==> src/hdl/hecl_pkg.sv <==
package hecl_pkg;

    localparam int ENTITY_WINDOW_DEF = 12;
    localparam int IQ_DEPTH = 2;
    localparam int OQ_DEPTH = 8;
    localparam int BUDGET_W = 17;
    localparam logic [BUDGET_W-1:0] BUDGET_RESET = 17'd256;
    localparam int CP_W = 21;
    localparam logic [CP_W-1:0] CP_LIMIT = 21'h110000;
    localparam logic [CP_W-1:0] CP_MAX = 21'h10FFFF;
    localparam logic [CP_W-1:0] CP_SPACE = 21'h000020;
    localparam logic [7:0] CH_AMP = 8'h26;
    localparam logic [7:0] CH_SPACE = 8'h20;
    localparam int NUM_ENT = 23;

    typedef enum logic [1:0] {
        ST_RUN,
        ST_RES,
        ST_EMIT,
        ST_END
    } t_state;

    typedef struct packed {
        logic       amp;
        logic       semi;
        logic       ws;
        logic       hash;
        logic       xch;
        logic       dig_dec;
        logic       dig_hex;
        logic [3:0] dval;
        logic       lead;
        logic [1:0] lrem;
    } t_cls;

    typedef struct packed {
        logic            hit;
        logic [CP_W-1:0] cp;
    } t_ent;

    typedef struct packed {
        logic [2:0] n;
        logic [7:0] b0;
        logic [7:0] b1;
        logic [7:0] b2;
        logic [7:0] b3;
    } t_utf;

    // Names are right-aligned: the last character sits in the low byte.
    localparam logic [47:0] ENT_NAME [NUM_ENT] = '{
        48'("amp"), 48'("lt"), 48'("gt"), 48'("quot"), 48'("apos"), 48'("nbsp"),
        48'("ndash"), 48'("mdash"), 48'("hellip"), 48'("laquo"), 48'("raquo"),
        48'("copy"), 48'("eacute"), 48'("egrave"), 48'("agrave"), 48'("uuml"),
        48'("ouml"), 48'("auml"), 48'("szlig"), 48'("rsquo"), 48'("lsquo"),
        48'("rdquo"), 48'("ldquo")
    };
    localparam logic [2:0] ENT_LEN [NUM_ENT] = '{
        3'd3, 3'd2, 3'd2, 3'd4, 3'd4, 3'd4, 3'd5, 3'd5, 3'd6, 3'd5, 3'd5,
        3'd4, 3'd6, 3'd6, 3'd6, 3'd4, 3'd4, 3'd4, 3'd5, 3'd5, 3'd5, 3'd5, 3'd5
    };
    localparam logic [CP_W-1:0] ENT_CP [NUM_ENT] = '{
        21'h26, 21'h3C, 21'h3E, 21'h22, 21'h27, 21'h20, 21'h2013, 21'h2014,
        21'h2026, 21'hAB, 21'hBB, 21'hA9, 21'hE9, 21'hE8, 21'hE0, 21'hFC,
        21'hF6, 21'hE4, 21'hDF, 21'h2019, 21'h2018, 21'h201D, 21'h201C
    };

    function automatic t_cls classify(input logic [7:0] c);
        t_cls r;
        r = '0;
        r.amp  = (c == 8'h26);
        r.semi = (c == 8'h3B);
        r.ws   = (c == 8'h20) || (c == 8'h09) || (c == 8'h0D) || (c == 8'h0A);
        r.hash = (c == 8'h23);
        r.xch  = (c == 8'h78) || (c == 8'h58);
        if (c >= 8'h30 && c <= 8'h39) begin
            r.dig_dec = 1'b1;
            r.dig_hex = 1'b1;
            r.dval    = 4'(c - 8'h30);
        end else if (c >= 8'h61 && c <= 8'h66) begin
            r.dig_hex = 1'b1;
            r.dval    = 4'(c - 8'h57);
        end else if (c >= 8'h41 && c <= 8'h46) begin
            r.dig_hex = 1'b1;
            r.dval    = 4'(c - 8'h37);
        end
        if (c[7:5] == 3'b110) begin
            r.lead = 1'b1;
            r.lrem = 2'd1;
        end else if (c[7:4] == 4'b1110) begin
            r.lead = 1'b1;
            r.lrem = 2'd2;
        end else if (c[7:3] == 5'b11110) begin
            r.lead = 1'b1;
            r.lrem = 2'd3;
        end
        return r;
    endfunction

    function automatic t_ent ent_match(input logic [47:0] body, input logic [2:0] elen);
        t_ent r;
        r = '0;
        for (int k = 0; k < NUM_ENT; k++) begin
            if (ENT_LEN[k] == elen && ENT_NAME[k] == body) begin
                r.hit = 1'b1;
                r.cp  = ENT_CP[k];
            end
        end
        return r;
    endfunction

    function automatic t_utf utf8_encode(input logic [CP_W-1:0] cp);
        t_utf r;
        r = '0;
        if (cp < 21'h80) begin
            r.n  = 3'd1;
            r.b0 = cp[7:0];
        end else if (cp < 21'h800) begin
            r.n  = 3'd2;
            r.b0 = {3'b110, cp[10:6]};
            r.b1 = {2'b10, cp[5:0]};
        end else if (cp < 21'h10000) begin
            r.n  = 3'd3;
            r.b0 = {4'b1110, cp[15:12]};
            r.b1 = {2'b10, cp[11:6]};
            r.b2 = {2'b10, cp[5:0]};
        end else begin
            r.n  = 3'd4;
            r.b0 = {5'b11110, cp[20:18]};
            r.b1 = {2'b10, cp[17:12]};
            r.b2 = {2'b10, cp[11:6]};
            r.b3 = {2'b10, cp[5:0]};
        end
        return r;
    endfunction

endpackage

==> src/hdl/html_entity_text_cleaner.sv <==
// Channel   Direction  Handshake                   Payload
// input     in         push / full                 i_in_byte, i_last_byte
// result    out        empty / pop                 o_out_byte, o_has_byte, o_end_of_text
// config    in         i_cfg_valid / o_cfg_ready   i_cfg_out_budget
//
// A plain byte is processed in the engine, then its output bytes go out from the emit state.
// A resolved entity also passes through the lookup state; an unresolved one re-feeds its
// buffered bytes, one per cycle while the engine stays in the run state, from the replay queue.
// Reset is synchronous and active low; the budget register returns to 256.
// A full result queue stalls the engine; a stalled engine lets the input queue fill.
module html_entity_text_cleaner #(
    parameter int ENTITY_WINDOW = hecl_pkg::ENTITY_WINDOW_DEF
) (
    input  logic                          i_clk,
    input  logic                          i_rst_n,
    input  logic                          push,
    output logic                          full,
    input  logic [7:0]                    i_in_byte,
    input  logic                          i_last_byte,
    output logic                          empty,
    input  logic                          pop,
    output logic [7:0]                    o_out_byte,
    output logic                          o_has_byte,
    output logic                          o_end_of_text,
    input  logic                          i_cfg_valid,
    output logic                          o_cfg_ready,
    input  logic [hecl_pkg::BUDGET_W-1:0] i_cfg_out_budget
);

    logic [hecl_pkg::BUDGET_W-1:0] r_budget;
    logic           f_valid, f_last, e_ipop, e_opush, e_has, e_end, oq_full;
    logic [7:0]     f_byte, e_byte;
    hecl_pkg::t_cls f_cls;
    logic [9:0]     oq_head;

    assign o_cfg_ready = 1'b1;

    always_ff @(posedge i_clk) begin
        if (!i_rst_n) begin
            r_budget <= hecl_pkg::BUDGET_RESET;
        end else if (i_cfg_valid) begin
            r_budget <= i_cfg_out_budget;
        end
    end

    hecl_front u_front (
        .i_clk  (i_clk),
        .i_rst_n(i_rst_n),
        .i_push (push),
        .i_byte (i_in_byte),
        .i_last (i_last_byte),
        .o_full (full),
        .o_valid(f_valid),
        .o_byte (f_byte),
        .o_last (f_last),
        .o_cls  (f_cls),
        .i_pop  (e_ipop)
    );

    hecl_engine #(
        .ENTITY_WINDOW(ENTITY_WINDOW)
    ) u_engine (
        .i_clk   (i_clk),
        .i_rst_n (i_rst_n),
        .i_budget(r_budget),
        .i_ivalid(f_valid),
        .i_ibyte (f_byte),
        .i_ilast (f_last),
        .i_icls  (f_cls),
        .o_ipop  (e_ipop),
        .i_ofull (oq_full),
        .o_opush (e_opush),
        .o_obyte (e_byte),
        .o_ohas  (e_has),
        .o_oend  (e_end)
    );

    hecl_fifo #(
        .WIDTH(10),
        .DEPTH(hecl_pkg::OQ_DEPTH)
    ) u_oq (
        .i_clk  (i_clk),
        .i_rst_n(i_rst_n),
        .i_push (e_opush),
        .i_data ({e_end, e_has, e_byte}),
        .o_full (oq_full),
        .i_pop  (pop),
        .o_data (oq_head),
        .o_empty(empty)
    );

    assign o_out_byte    = oq_head[7:0];
    assign o_has_byte    = oq_head[8];
    assign o_end_of_text = oq_head[9];

endmodule

==> src/hdl/hecl_fifo.sv <==
module hecl_fifo #(
    parameter int WIDTH = 8,
    parameter int DEPTH = 2
) (
    input  logic             i_clk,
    input  logic             i_rst_n,
    input  logic             i_push,
    input  logic [WIDTH-1:0] i_data,
    output logic             o_full,
    input  logic             i_pop,
    output logic [WIDTH-1:0] o_data,
    output logic             o_empty
);

    localparam int AW = (DEPTH > 1) ? $clog2(DEPTH) : 1;
    localparam int CW = $clog2(DEPTH + 1);

    logic [WIDTH-1:0] r_mem [DEPTH];
    logic [AW-1:0]    r_wp, r_rp;
    logic [CW-1:0]    r_cnt;
    logic             do_push, do_pop;

    assign o_full  = (r_cnt == CW'(DEPTH));
    assign o_empty = (r_cnt == '0);
    assign do_push = i_push && !o_full;
    assign do_pop  = i_pop && !o_empty;
    assign o_data  = r_mem[r_rp];

    always_ff @(posedge i_clk) begin
        if (!i_rst_n) begin
            r_wp  <= '0;
            r_rp  <= '0;
            r_cnt <= '0;
        end else begin
            if (do_push) begin
                r_wp <= (r_wp == AW'(DEPTH - 1)) ? '0 : r_wp + 1'b1;
            end
            if (do_pop) begin
                r_rp <= (r_rp == AW'(DEPTH - 1)) ? '0 : r_rp + 1'b1;
            end
            r_cnt <= r_cnt + CW'(do_push) - CW'(do_pop);
        end
    end

    always_ff @(posedge i_clk) begin
        if (do_push) begin
            r_mem[r_wp] <= i_data;
        end
    end

endmodule

==> src/hdl/hecl_front.sv <==
module hecl_front (
    input  logic          i_clk,
    input  logic          i_rst_n,
    input  logic          i_push,
    input  logic [7:0]    i_byte,
    input  logic          i_last,
    output logic          o_full,
    output logic          o_valid,
    output logic [7:0]    o_byte,
    output logic          o_last,
    output hecl_pkg::t_cls o_cls,
    input  logic          i_pop
);

    logic [8:0] head;
    logic       empty;

    hecl_fifo #(
        .WIDTH(9),
        .DEPTH(hecl_pkg::IQ_DEPTH)
    ) u_iq (
        .i_clk  (i_clk),
        .i_rst_n(i_rst_n),
        .i_push (i_push),
        .i_data ({i_last, i_byte}),
        .o_full (o_full),
        .i_pop  (i_pop),
        .o_data (head),
        .o_empty(empty)
    );

    assign o_valid = !empty;
    assign o_byte  = head[7:0];
    assign o_last  = head[8];
    assign o_cls   = hecl_pkg::classify(head[7:0]);

endmodule

==> src/hdl/hecl_engine.sv <==
module hecl_engine #(
    parameter int ENTITY_WINDOW = hecl_pkg::ENTITY_WINDOW_DEF
) (
    input  logic                            i_clk,
    input  logic                            i_rst_n,
    input  logic [hecl_pkg::BUDGET_W-1:0]   i_budget,
    input  logic                            i_ivalid,
    input  logic [7:0]                      i_ibyte,
    input  logic                            i_ilast,
    input  hecl_pkg::t_cls                  i_icls,
    output logic                            o_ipop,
    input  logic                            i_ofull,
    output logic                            o_opush,
    output logic [7:0]                      o_obyte,
    output logic                            o_ohas,
    output logic                            o_oend
);

    localparam int W   = ENTITY_WINDOW;
    localparam int LAD = ((W > 7) ? W : 7) + 1;
    localparam int LIW = $clog2(LAD);
    localparam int PIW = $clog2(W);
    localparam int CW  = $clog2(W + 1);
    localparam int BW  = hecl_pkg::BUDGET_W;
    localparam int AW  = hecl_pkg::CP_W;

    hecl_pkg::t_state r_state, n_state;
    logic [7:0]    r_la [LAD];
    logic [7:0]    n_la [LAD];
    logic [CW-1:0] r_la_cnt, n_la_cnt;
    logic [7:0]    r_pend [W];
    logic [7:0]    n_pend [W];
    logic [CW-1:0] r_pcnt, n_pcnt;
    logic          r_after, n_after, r_held, n_held, r_halt, n_halt, r_final, n_final;
    logic [BW-1:0] r_bw, n_bw;
    logic [7:0]    r_seq [3];
    logic [7:0]    n_seq [3];
    logic [1:0]    r_srem, n_srem;
    logic [2:0]    r_slen, n_slen;
    logic          r_hash, n_hash, r_hex, n_hex, r_numok, n_numok, r_ndig, n_ndig;
    logic [AW-1:0] r_acc, n_acc;
    logic [7:0]    r_ob [5];
    logic [7:0]    n_ob [5];
    logic [2:0]    r_on, n_on, r_oi, n_oi;

    logic [7:0]     c;
    hecl_pkg::t_cls cls;
    logic           have, popped, last_in, rep, sp_req, big, em_req;
    logic [7:0]     em_b [4];
    logic [2:0]     em_n, need;
    logic [7:0]     pend_v [W];
    logic [CW-1:0]  pcnt_v, cnt_v;
    logic [24:0]    mul;
    logic [24:0]    acc_sum;
    logic [CW-1:0]  elen;
    logic [47:0]    body;
    hecl_pkg::t_ent ent;
    hecl_pkg::t_utf utf;
    logic [AW-1:0]  cp;
    logic           res_ok;
    int             cv, kk;

    // Next state.
    always_comb begin
        n_state  = r_state;
        n_la     = r_la;
        n_la_cnt = r_la_cnt;
        n_pend   = r_pend;
        n_pcnt   = r_pcnt;
        n_after  = r_after;
        n_held   = r_held;
        n_halt   = r_halt;
        n_final  = r_final;
        n_bw     = r_bw;
        n_seq    = r_seq;
        n_srem   = r_srem;
        n_slen   = r_slen;
        n_hash   = r_hash;
        n_hex    = r_hex;
        n_numok  = r_numok;
        n_ndig   = r_ndig;
        n_acc    = r_acc;
        n_ob     = r_ob;
        n_on     = r_on;
        n_oi     = r_oi;
        o_ipop   = 1'b0;
        have     = 1'b0;
        popped   = 1'b0;
        last_in  = 1'b0;
        rep      = 1'b0;
        sp_req   = 1'b0;
        big      = 1'b0;
        em_req   = 1'b0;
        em_b     = '{default: 8'h00};
        em_n     = 3'd0;
        c        = 8'h00;
        cls      = '0;
        mul      = '0;
        acc_sum  = '0;
        elen     = '0;
        body     = '0;
        ent      = '0;
        utf      = '0;
        cp       = '0;
        res_ok   = 1'b0;
        need     = 3'd0;
        cv       = 0;
        kk       = 0;
        pend_v   = r_pend;
        pcnt_v   = r_pcnt;
        cnt_v    = r_la_cnt;

        unique case (r_state)
            hecl_pkg::ST_RUN: begin
                if (r_pcnt != '0) begin
                    have   = 1'b1;
                    popped = 1'b1;
                    c      = r_pend[0];
                    cls    = hecl_pkg::classify(r_pend[0]);
                end else if (!r_final && i_ivalid) begin
                    have    = 1'b1;
                    o_ipop  = 1'b1;
                    c       = i_ibyte;
                    cls     = i_icls;
                    last_in = i_ilast;
                end else if (r_final) begin
                    if (r_la_cnt != '0 && !r_halt) begin
                        rep = 1'b1;
                    end else begin
                        n_state = hecl_pkg::ST_END;
                    end
                end
                if (popped) begin
                    for (int i = 0; i < W - 1; i++) begin
                        pend_v[i] = r_pend[i+1];
                    end
                    pcnt_v = r_pcnt - 1'b1;
                end
                if (have && !r_halt) begin
                    if (r_srem != 2'd0) begin
                        if (r_srem == 2'd1) begin
                            em_req = 1'b1;
                            em_n   = r_slen;
                            for (int i = 0; i < 3; i++) begin
                                em_b[i] = (3'(i) == r_slen - 3'd1) ? c : r_seq[i];
                            end
                            em_b[3] = c;
                            n_srem  = 2'd0;
                        end else begin
                            n_seq[2'(r_slen - 3'(r_srem))] = c;
                            n_srem = r_srem - 2'd1;
                        end
                    end else if (r_la_cnt != '0) begin
                        n_la[LIW'(r_la_cnt)] = c;
                        cnt_v = r_la_cnt + 1'b1;
                        // Numeric entity digits accumulate as they arrive.
                        if (r_la_cnt == CW'(1)) begin
                            n_hash  = cls.hash;
                            n_hex   = 1'b0;
                            n_numok = 1'b1;
                            n_ndig  = 1'b0;
                            n_acc   = '0;
                        end else if (r_la_cnt == CW'(2) && cls.xch) begin
                            n_hex = 1'b1;
                        end else if (r_hex ? cls.dig_hex : cls.dig_dec) begin
                            mul     = r_hex ? {r_acc, 4'b0000}
                                            : ({4'b0000, r_acc} << 3) + ({4'b0000, r_acc} << 1);
                            acc_sum = mul + 25'(cls.dval);
                            n_acc   = (acc_sum > 25'(hecl_pkg::CP_MAX)) ?
                                      hecl_pkg::CP_LIMIT : acc_sum[AW-1:0];
                            n_ndig  = 1'b1;
                        end else if (!cls.semi) begin
                            n_numok = 1'b0;
                        end
                        if (cls.semi) begin
                            n_state = hecl_pkg::ST_RES;
                        end else if (cnt_v == CW'(W)) begin
                            rep = 1'b1;
                        end
                    end else if (cls.amp) begin
                        n_la[0] = c;
                        cnt_v   = CW'(1);
                    end else if (cls.ws) begin
                        sp_req = 1'b1;
                    end else if (cls.lead) begin
                        n_seq[0] = c;
                        n_srem   = cls.lrem;
                        n_slen   = {1'b0, cls.lrem} + 3'd1;
                    end else begin
                        em_req  = 1'b1;
                        em_n    = 3'd1;
                        em_b[0] = c;
                    end
                end
                if (last_in) begin
                    n_final = 1'b1;
                end
            end
            hecl_pkg::ST_RES: begin
                n_state = hecl_pkg::ST_RUN;
                elen    = r_la_cnt - CW'(2);
                for (int j = 0; j < 6; j++) begin
                    if (CW'(j) < elen) begin
                        body = {body[39:0], r_la[j+1]};
                    end
                end
                if (r_hash && elen > CW'(1)) begin
                    res_ok = r_numok && r_ndig && (r_acc != '0);
                    cp     = r_acc;
                end else begin
                    ent    = hecl_pkg::ent_match(body, 3'(elen));
                    res_ok = ent.hit && (r_la_cnt <= CW'(8));
                    cp     = ent.cp;
                end
                if (res_ok) begin
                    cnt_v = '0;
                    if (cp == hecl_pkg::CP_SPACE) begin
                        sp_req = 1'b1;
                    end else if (cp >= hecl_pkg::CP_LIMIT) begin
                        big = 1'b1;
                    end else begin
                        utf     = hecl_pkg::utf8_encode(cp);
                        em_req  = 1'b1;
                        em_n    = utf.n;
                        em_b[0] = utf.b0;
                        em_b[1] = utf.b1;
                        em_b[2] = utf.b2;
                        em_b[3] = utf.b3;
                    end
                end else begin
                    rep = 1'b1;
                end
            end
            hecl_pkg::ST_EMIT: begin
                if (!i_ofull) begin
                    n_oi = r_oi + 3'd1;
                    if (r_oi == r_on - 3'd1) begin
                        n_state = hecl_pkg::ST_RUN;
                    end
                end
            end
            hecl_pkg::ST_END: begin
                if (!i_ofull) begin
                    n_state  = hecl_pkg::ST_RUN;
                    cnt_v    = '0;
                    pcnt_v   = '0;
                    n_after  = 1'b1;
                    n_held   = 1'b0;
                    n_bw     = '0;
                    n_halt   = 1'b0;
                    n_final  = 1'b0;
                    n_srem   = 2'd0;
                end
            end
            default: n_state = hecl_pkg::ST_RUN;
        endcase

        // Replay: the '&' goes out as typed and the bytes behind it are fed again
        // ahead of whatever was still waiting.
        if (rep) begin
            em_req  = 1'b1;
            em_n    = 3'd1;
            em_b[0] = hecl_pkg::CH_AMP;
            cv      = int'(cnt_v);
            for (int i = 0; i < W; i++) begin
                kk = i - (cv - 1);
                if (i + 1 < cv) begin
                    n_pend[i] = n_la[i+1];
                end else if (kk >= 0 && kk < W) begin
                    n_pend[i] = pend_v[PIW'(kk)];
                end else begin
                    n_pend[i] = pend_v[i];
                end
            end
            n_pcnt = pcnt_v + cnt_v - CW'(1);
            cnt_v  = '0;
        end else begin
            n_pend = pend_v;
            n_pcnt = pcnt_v;
        end
        n_la_cnt = cnt_v;

        if (sp_req) begin
            if (!r_after && r_bw != '0) begin
                n_held = 1'b1;
            end
            n_after = 1'b1;
        end
        if (big) begin
            n_after = 1'b0;
        end

        if (em_req && !r_halt) begin
            need = em_n + {2'b00, r_held};
            if ({1'b0, r_bw} + (BW + 1)'(need) >= {1'b0, i_budget}) begin
                n_halt = 1'b1;
            end else begin
                for (int i = 0; i < 5; i++) begin
                    if (r_held) begin
                        n_ob[i] = (i == 0) ? hecl_pkg::CH_SPACE : em_b[(i > 0) ? i - 1 : 0];
                    end else begin
                        n_ob[i] = (i < 4) ? em_b[(i < 4) ? i : 0] : 8'h00;
                    end
                end
                n_on    = need;
                n_oi    = 3'd0;
                n_bw    = r_bw + BW'(need);
                n_held  = 1'b0;
                n_after = 1'b0;
                n_state = hecl_pkg::ST_EMIT;
            end
        end
    end

    // Outputs toward the result queue.
    always_comb begin
        o_opush = 1'b0;
        o_obyte = 8'h00;
        o_ohas  = 1'b0;
        o_oend  = 1'b0;
        unique case (r_state)
            hecl_pkg::ST_EMIT: begin
                o_opush = !i_ofull;
                o_obyte = r_ob[r_oi];
                o_ohas  = 1'b1;
            end
            hecl_pkg::ST_END: begin
                o_opush = !i_ofull;
                o_oend  = 1'b1;
            end
            default: o_opush = 1'b0;
        endcase
    end

    always_ff @(posedge i_clk) begin
        if (!i_rst_n) begin
            r_state  <= hecl_pkg::ST_RUN;
            r_la_cnt <= '0;
            r_pcnt   <= '0;
            r_after  <= 1'b1;
            r_held   <= 1'b0;
            r_halt   <= 1'b0;
            r_final  <= 1'b0;
            r_bw     <= '0;
            r_srem   <= 2'd0;
            r_on     <= 3'd0;
            r_oi     <= 3'd0;
        end else begin
            r_state  <= n_state;
            r_la_cnt <= n_la_cnt;
            r_pcnt   <= n_pcnt;
            r_after  <= n_after;
            r_held   <= n_held;
            r_halt   <= n_halt;
            r_final  <= n_final;
            r_bw     <= n_bw;
            r_srem   <= n_srem;
            r_on     <= n_on;
            r_oi     <= n_oi;
        end
    end

    always_ff @(posedge i_clk) begin
        r_la    <= n_la;
        r_pend  <= n_pend;
        r_seq   <= n_seq;
        r_slen  <= n_slen;
        r_hash  <= n_hash;
        r_hex   <= n_hex;
        r_numok <= n_numok;
        r_ndig  <= n_ndig;
        r_acc   <= n_acc;
        r_ob    <= n_ob;
    end

`ifndef SYNTHESIS
    a_pend_bound: assert property (@(posedge i_clk) disable iff (!i_rst_n)
        r_pcnt < CW'(W))
        else $error("replay queue overflow");
    a_window: assert property (@(posedge i_clk) disable iff (!i_rst_n)
        (r_state == hecl_pkg::ST_RUN) |-> (r_la_cnt < CW'(W)))
        else $error("entity window not released");
    a_emit_idx: assert property (@(posedge i_clk) disable iff (!i_rst_n)
        (r_state == hecl_pkg::ST_EMIT) |-> (r_oi < r_on))
        else $error("emit index past item length");
    a_no_input_in_final: assert property (@(posedge i_clk) disable iff (!i_rst_n)
        r_final |-> !o_ipop)
        else $error("input taken while region is closing");
`endif

endmodule
==> config.mk <==
export PLATFORM = sky130hd
export DESIGN_NAME = html_entity_text_cleaner
export DESIGN_NICKNAME = d
export VERILOG_FILES = /design/src/hdl/hecl_pkg.sv /design/src/hdl/html_entity_text_cleaner.sv /design/src/hdl/hecl_fifo.sv /design/src/hdl/hecl_front.sv /design/src/hdl/hecl_engine.sv
export SDC_FILE = /design/constraint.sdc
export NUM_CORES = 2
export LEC_CHECK = 0
export BUFFER_PORTS_ARGS = -buffer_cell sky130_fd_sc_hd__clkbuf_2
export CORE_MARGIN = 2
export CORE_UTILIZATION = 30
export DETAILED_ROUTE_END_ITERATION = 10
export PLACE_DENSITY = 0.45
export SYNTH_ARGS = -nofsm -noshare
export SYNTH_HDL_FRONTEND = slang
export SYNTH_SLANG_ARGS = --single-unit
export TNS_END_PERCENT = 20
==> constraint.sdc <==
create_clock -name i_clk -period 13.4 [get_ports i_clk]
set_clock_uncertainty 0.15 [all_clocks]
set_input_delay 2.01 -clock i_clk [delete_from_list [all_inputs] [get_ports i_clk]]
set_output_delay 2.01 -clock i_clk [all_outputs]
set_load 0.005 [all_outputs]
==> flow_summary.toml <==
[outcome]
status = "completed"

[global_routing]
grt_pass1_wl_mm = 193
grt_pass1_vias = 28470
grt_usage = 0.226
antenna_found_initial = 2
grt_max_degree = 83
gr-total-overflow = 0

[routing]
postRouteAntennaNets = 0
wl_per_cell_um = 25.5
routed_via_density = 5.79
num_vias = 30003
drc = 0
firstDrtPassIters = 6
finalWirelength_mm = 132
highest_layer = "met4"
drt-met1-wl_mm = 57.9
wl_met3_mm = 7.72
drtIter0Drc = 2676
wl_met2_mm = 61.1

[synthesis]
synth_commonest_cells = "376 x nand2_1, 335 x nor2_1, 261 x mux2i_1"
synth_top_family_by_area = "compound AO/OA/AOI/OAI gates"
seq_area_frac_synth = 0.332
synth_cells = 3712
yosys.area_share.simple = 0.192
synth.distinct_cells = 114
synth_edf_count = 198
synth_top_area_frac = 0.178
synth_seq_cells = 456
synthAdderAreaFrac = 0.0666
postSynthAreaPerCell_um2 = 9.01
synth_mux_area_frac = 0.153
ys_top_cells_by_area = "edfxtp_1 18%, dfxtp_1 15%, mux2i_1 7.8%"
synthXorXnorAreaFrac = 0.0177
yosysMostFrequentCell = "nand2_1"
synth_fp_nets = 3918
mappedNetlistArea_mm2 = 0.0334
yosysWarnings = 0
synth-async-reset-ratio = 0
synth_area_leader_cell = "edfxtp_1"
synth_compound_area_frac = 0.193
synth_flop_cell = "dfxtp_1"

[setup_path]
worstPathRequired_ns = 13.78
critPathMaxStageDelay_ns = 1.03
worst-path-max-fanout = 82
path_class = "flop to flop"
worst-path-buf-inv = 3
critPathArrivalTime_ns = 12.68
crit_start = "u_engine.r_la_cnt[1]"
startpoint_type = "flop"
critPathTopFamily = "simple AND/OR/NAND/NOR gates"
worstSetupEndpointType = "flop"
cpMaxStageDelayCell = "nor2_1"
crit_top_cell = "a21o_1"
regToRegStartpoint = "u_engine.r_la_cnt[1]"

[power]
power_mw = 6.60
combPwrFrac = 0.466
p_sw_mw = 2.73
power_density_mw_per_mm2 = 178
pwr-share-clk = 0.232
ir_drop_uv = 164
intPower_mw = 3.87
total_leakage_power_nw = 13.6
p_seq_frac = 0.302
swShare = 0.414

[cells_and_area]
nets = 3858
layout-area-overhead-vs-synth_pct = 10.8
fillers = 11555
drive_gt1_frac = 0.118
num_antenna_cells = 0

[clock_network]
cts_buffer_depth = 3
insertion_delay_ns = 0.65
cts_resized = 0
clock-sinks = 456
clkTransAtPathRegs_ns = 0.06
cts-buffers-inserted = 55
cts_tree = "done"
holdBufCountCts = 0
h-tree-depth = 2
cts-root-buf = "clkbuf_16"
postCtsSetupRepairBufs = 0

[sta]
fin_crit_sh = 0.918
slew_viol_final = 0
fin_setup_tns_ns = 0
max_slew_margin = 0.152
max_clock_freq_ghz = 0.0813
min_period_ns = 12.30
tightestPinTransition_ns = 1.27
setup_viol = 0
rsz0062_at_grt = "no"
hold_viol_final = 0
setup_slack_ns = 1.10

[place]
post-place-ws_ns = 1.30
numPortBuffers = 42
routabilityCongestion = 0.972
dp_hpwl_mm = 99.4

[floorplanning]
rows = 122
initial_core_util = 0.302
coreArea_mm2 = 0.111
die_y_um = 338
dieArea_mm2 = 0.114
io_pins = 44
chipWidth_um = 338

[flow_run]
max_cap_violations = 0

[min_path]
hold_class = "flop to flop"
min-delay-start = "u_engine.r_la[30]"
-- power groups by stage --
stage | Combinational, mW | Sequential (mW) | Clock, mW
CTS | 3.06 | 1.99 | 1.55
global placement | 3.06 | 2.02 | 0
floorplan | 2.09 | 1.93 | 0
finish | 3.08 | 1.99 | 1.53
global route | 3.32 | 2.02 | 1.61
detailed placement | 3.05 | 2.02 | 0
-- registers in the layout, summed over array words and instances (netlist names), 2 cells and up, named ones only --
name and flops:
u_engine.r_ob 40, u_engine.r_la_cnt 4, u_engine.r_oi 3, u_oq.r_rp 3, u_engine.r_state 2, u_engine.r_on 3
u_oq.r_cnt 4, u_engine.pend_v 8, u_engine.r_srem 2, u_engine.r_acc 21, u_front.u_iq.r_mem 18, u_engine.r_pcnt 4
u_front.u_iq.r_cnt 2, u_engine.r_slen 3, u_oq.r_mem 80, u_engine.r_bw 17, u_engine.r_seq 24, u_engine.r_la 96
u_engine.r_pend 88, u_oq.r_wp 3, r_budget 17
-- tightest hold or removal path, delay by kind of cell, from the launching register on --
kind | cells | cell delay, ns
compound gates | 1 | 0.07
simple gates | 1 | 0.04
flops | 1 | 0.30
-- kinds of logic (layout without fill, tap and decap cells) --
logic type               count (synthesis)  in the layout
XOR/XNOR                                62             62
adder cells (fa/ha/maj)                175            175
flip-flops                             456            456
buffers and inverters                  367            353
AND/OR/NAND/NOR                       1299           1299
other                                    1              1
AO/OA/AOI/OAI                          951            951
multiplexers                           401            401
-- layout by cell type (no fill, tap or decap), types with 19 or more instances in the layout --
cell	Yosys	layout
nand2_1	376	375
nor2_1	335	334
mux2i_1	261	261
dfxtp_1	258	258
o21ai_0	204	203
edfxtp_1	198	198
a21oi_1	179	176
ha_1	170	168
inv_1	126	124
nand3_1	86	86
nor3_1	87	82
mux4_2	82	82
buf_4	8	74
mux2_2	57	57
clkbuf_16	0	56
nand4_1	51	51
nor2b_1	49	49
a31oi_1	49	48
and2_1	44	44
o22ai_1	44	44
nor4_1	44	43
clkbuf_2	0	42
o21ai_1	39	39
xnor2_1	41	39
nand2b_1	38	38
a22oi_1	36	33
o211ai_1	30	30
o21a_1	31	30
a221oi_1	30	30
a21o_1	29	29
and3_1	29	29
nand3b_1	28	28
or3_1	26	26
a211oi_1	25	23
nor4b_1	19	19
-- worst paths after layout --
path                       endpoint  slack (ns)  cells after the start
setup / recovery   u_engine.r_oi[2]        1.10                     38
setup reg to reg   u_engine.r_oi[2]        1.10                     38
hold reg to reg   u_engine.r_la[30]        0.30                      2
hold / removal    u_engine.r_la[30]        0.30                      2
-- per-stage QoR --
step	hold slack, ns	area, um2	instances	utilization
after detailed placement	0.296	35300	5083	0.319
final	0.305	37100	5186	0.335
after global routing	0.344	37100	5186	0.335
after floorplan	0.271	33400	3712	-
after global placement	0.284	35300	5083	0.319
after CTS	0.310	37100	5186	0.335
-- routing by layer --
metal / vias to the layer above / GRT usage
li1: 13859 / -
met3: 258 / 0.0301
met1: 14798 / 0.300
met5: - / 0
met4: 0 / 0.0863
met2: 1088 / 0.371
-- area by class of cell --
type	instances	area (um2)	share of cell area
Multi-Input combinational cell	2889	21000	0.567
Sequential cell	456	11100	0.300
Tap cell	1488	1860	0.0502
Clock buffer	73	1530	0.0411
Timing Repair Buffer	116	766	0.0207
Inverter	134	503	0.0136
Clock inverter	30	289	0.00780
(Power assumes the default switching activity.)
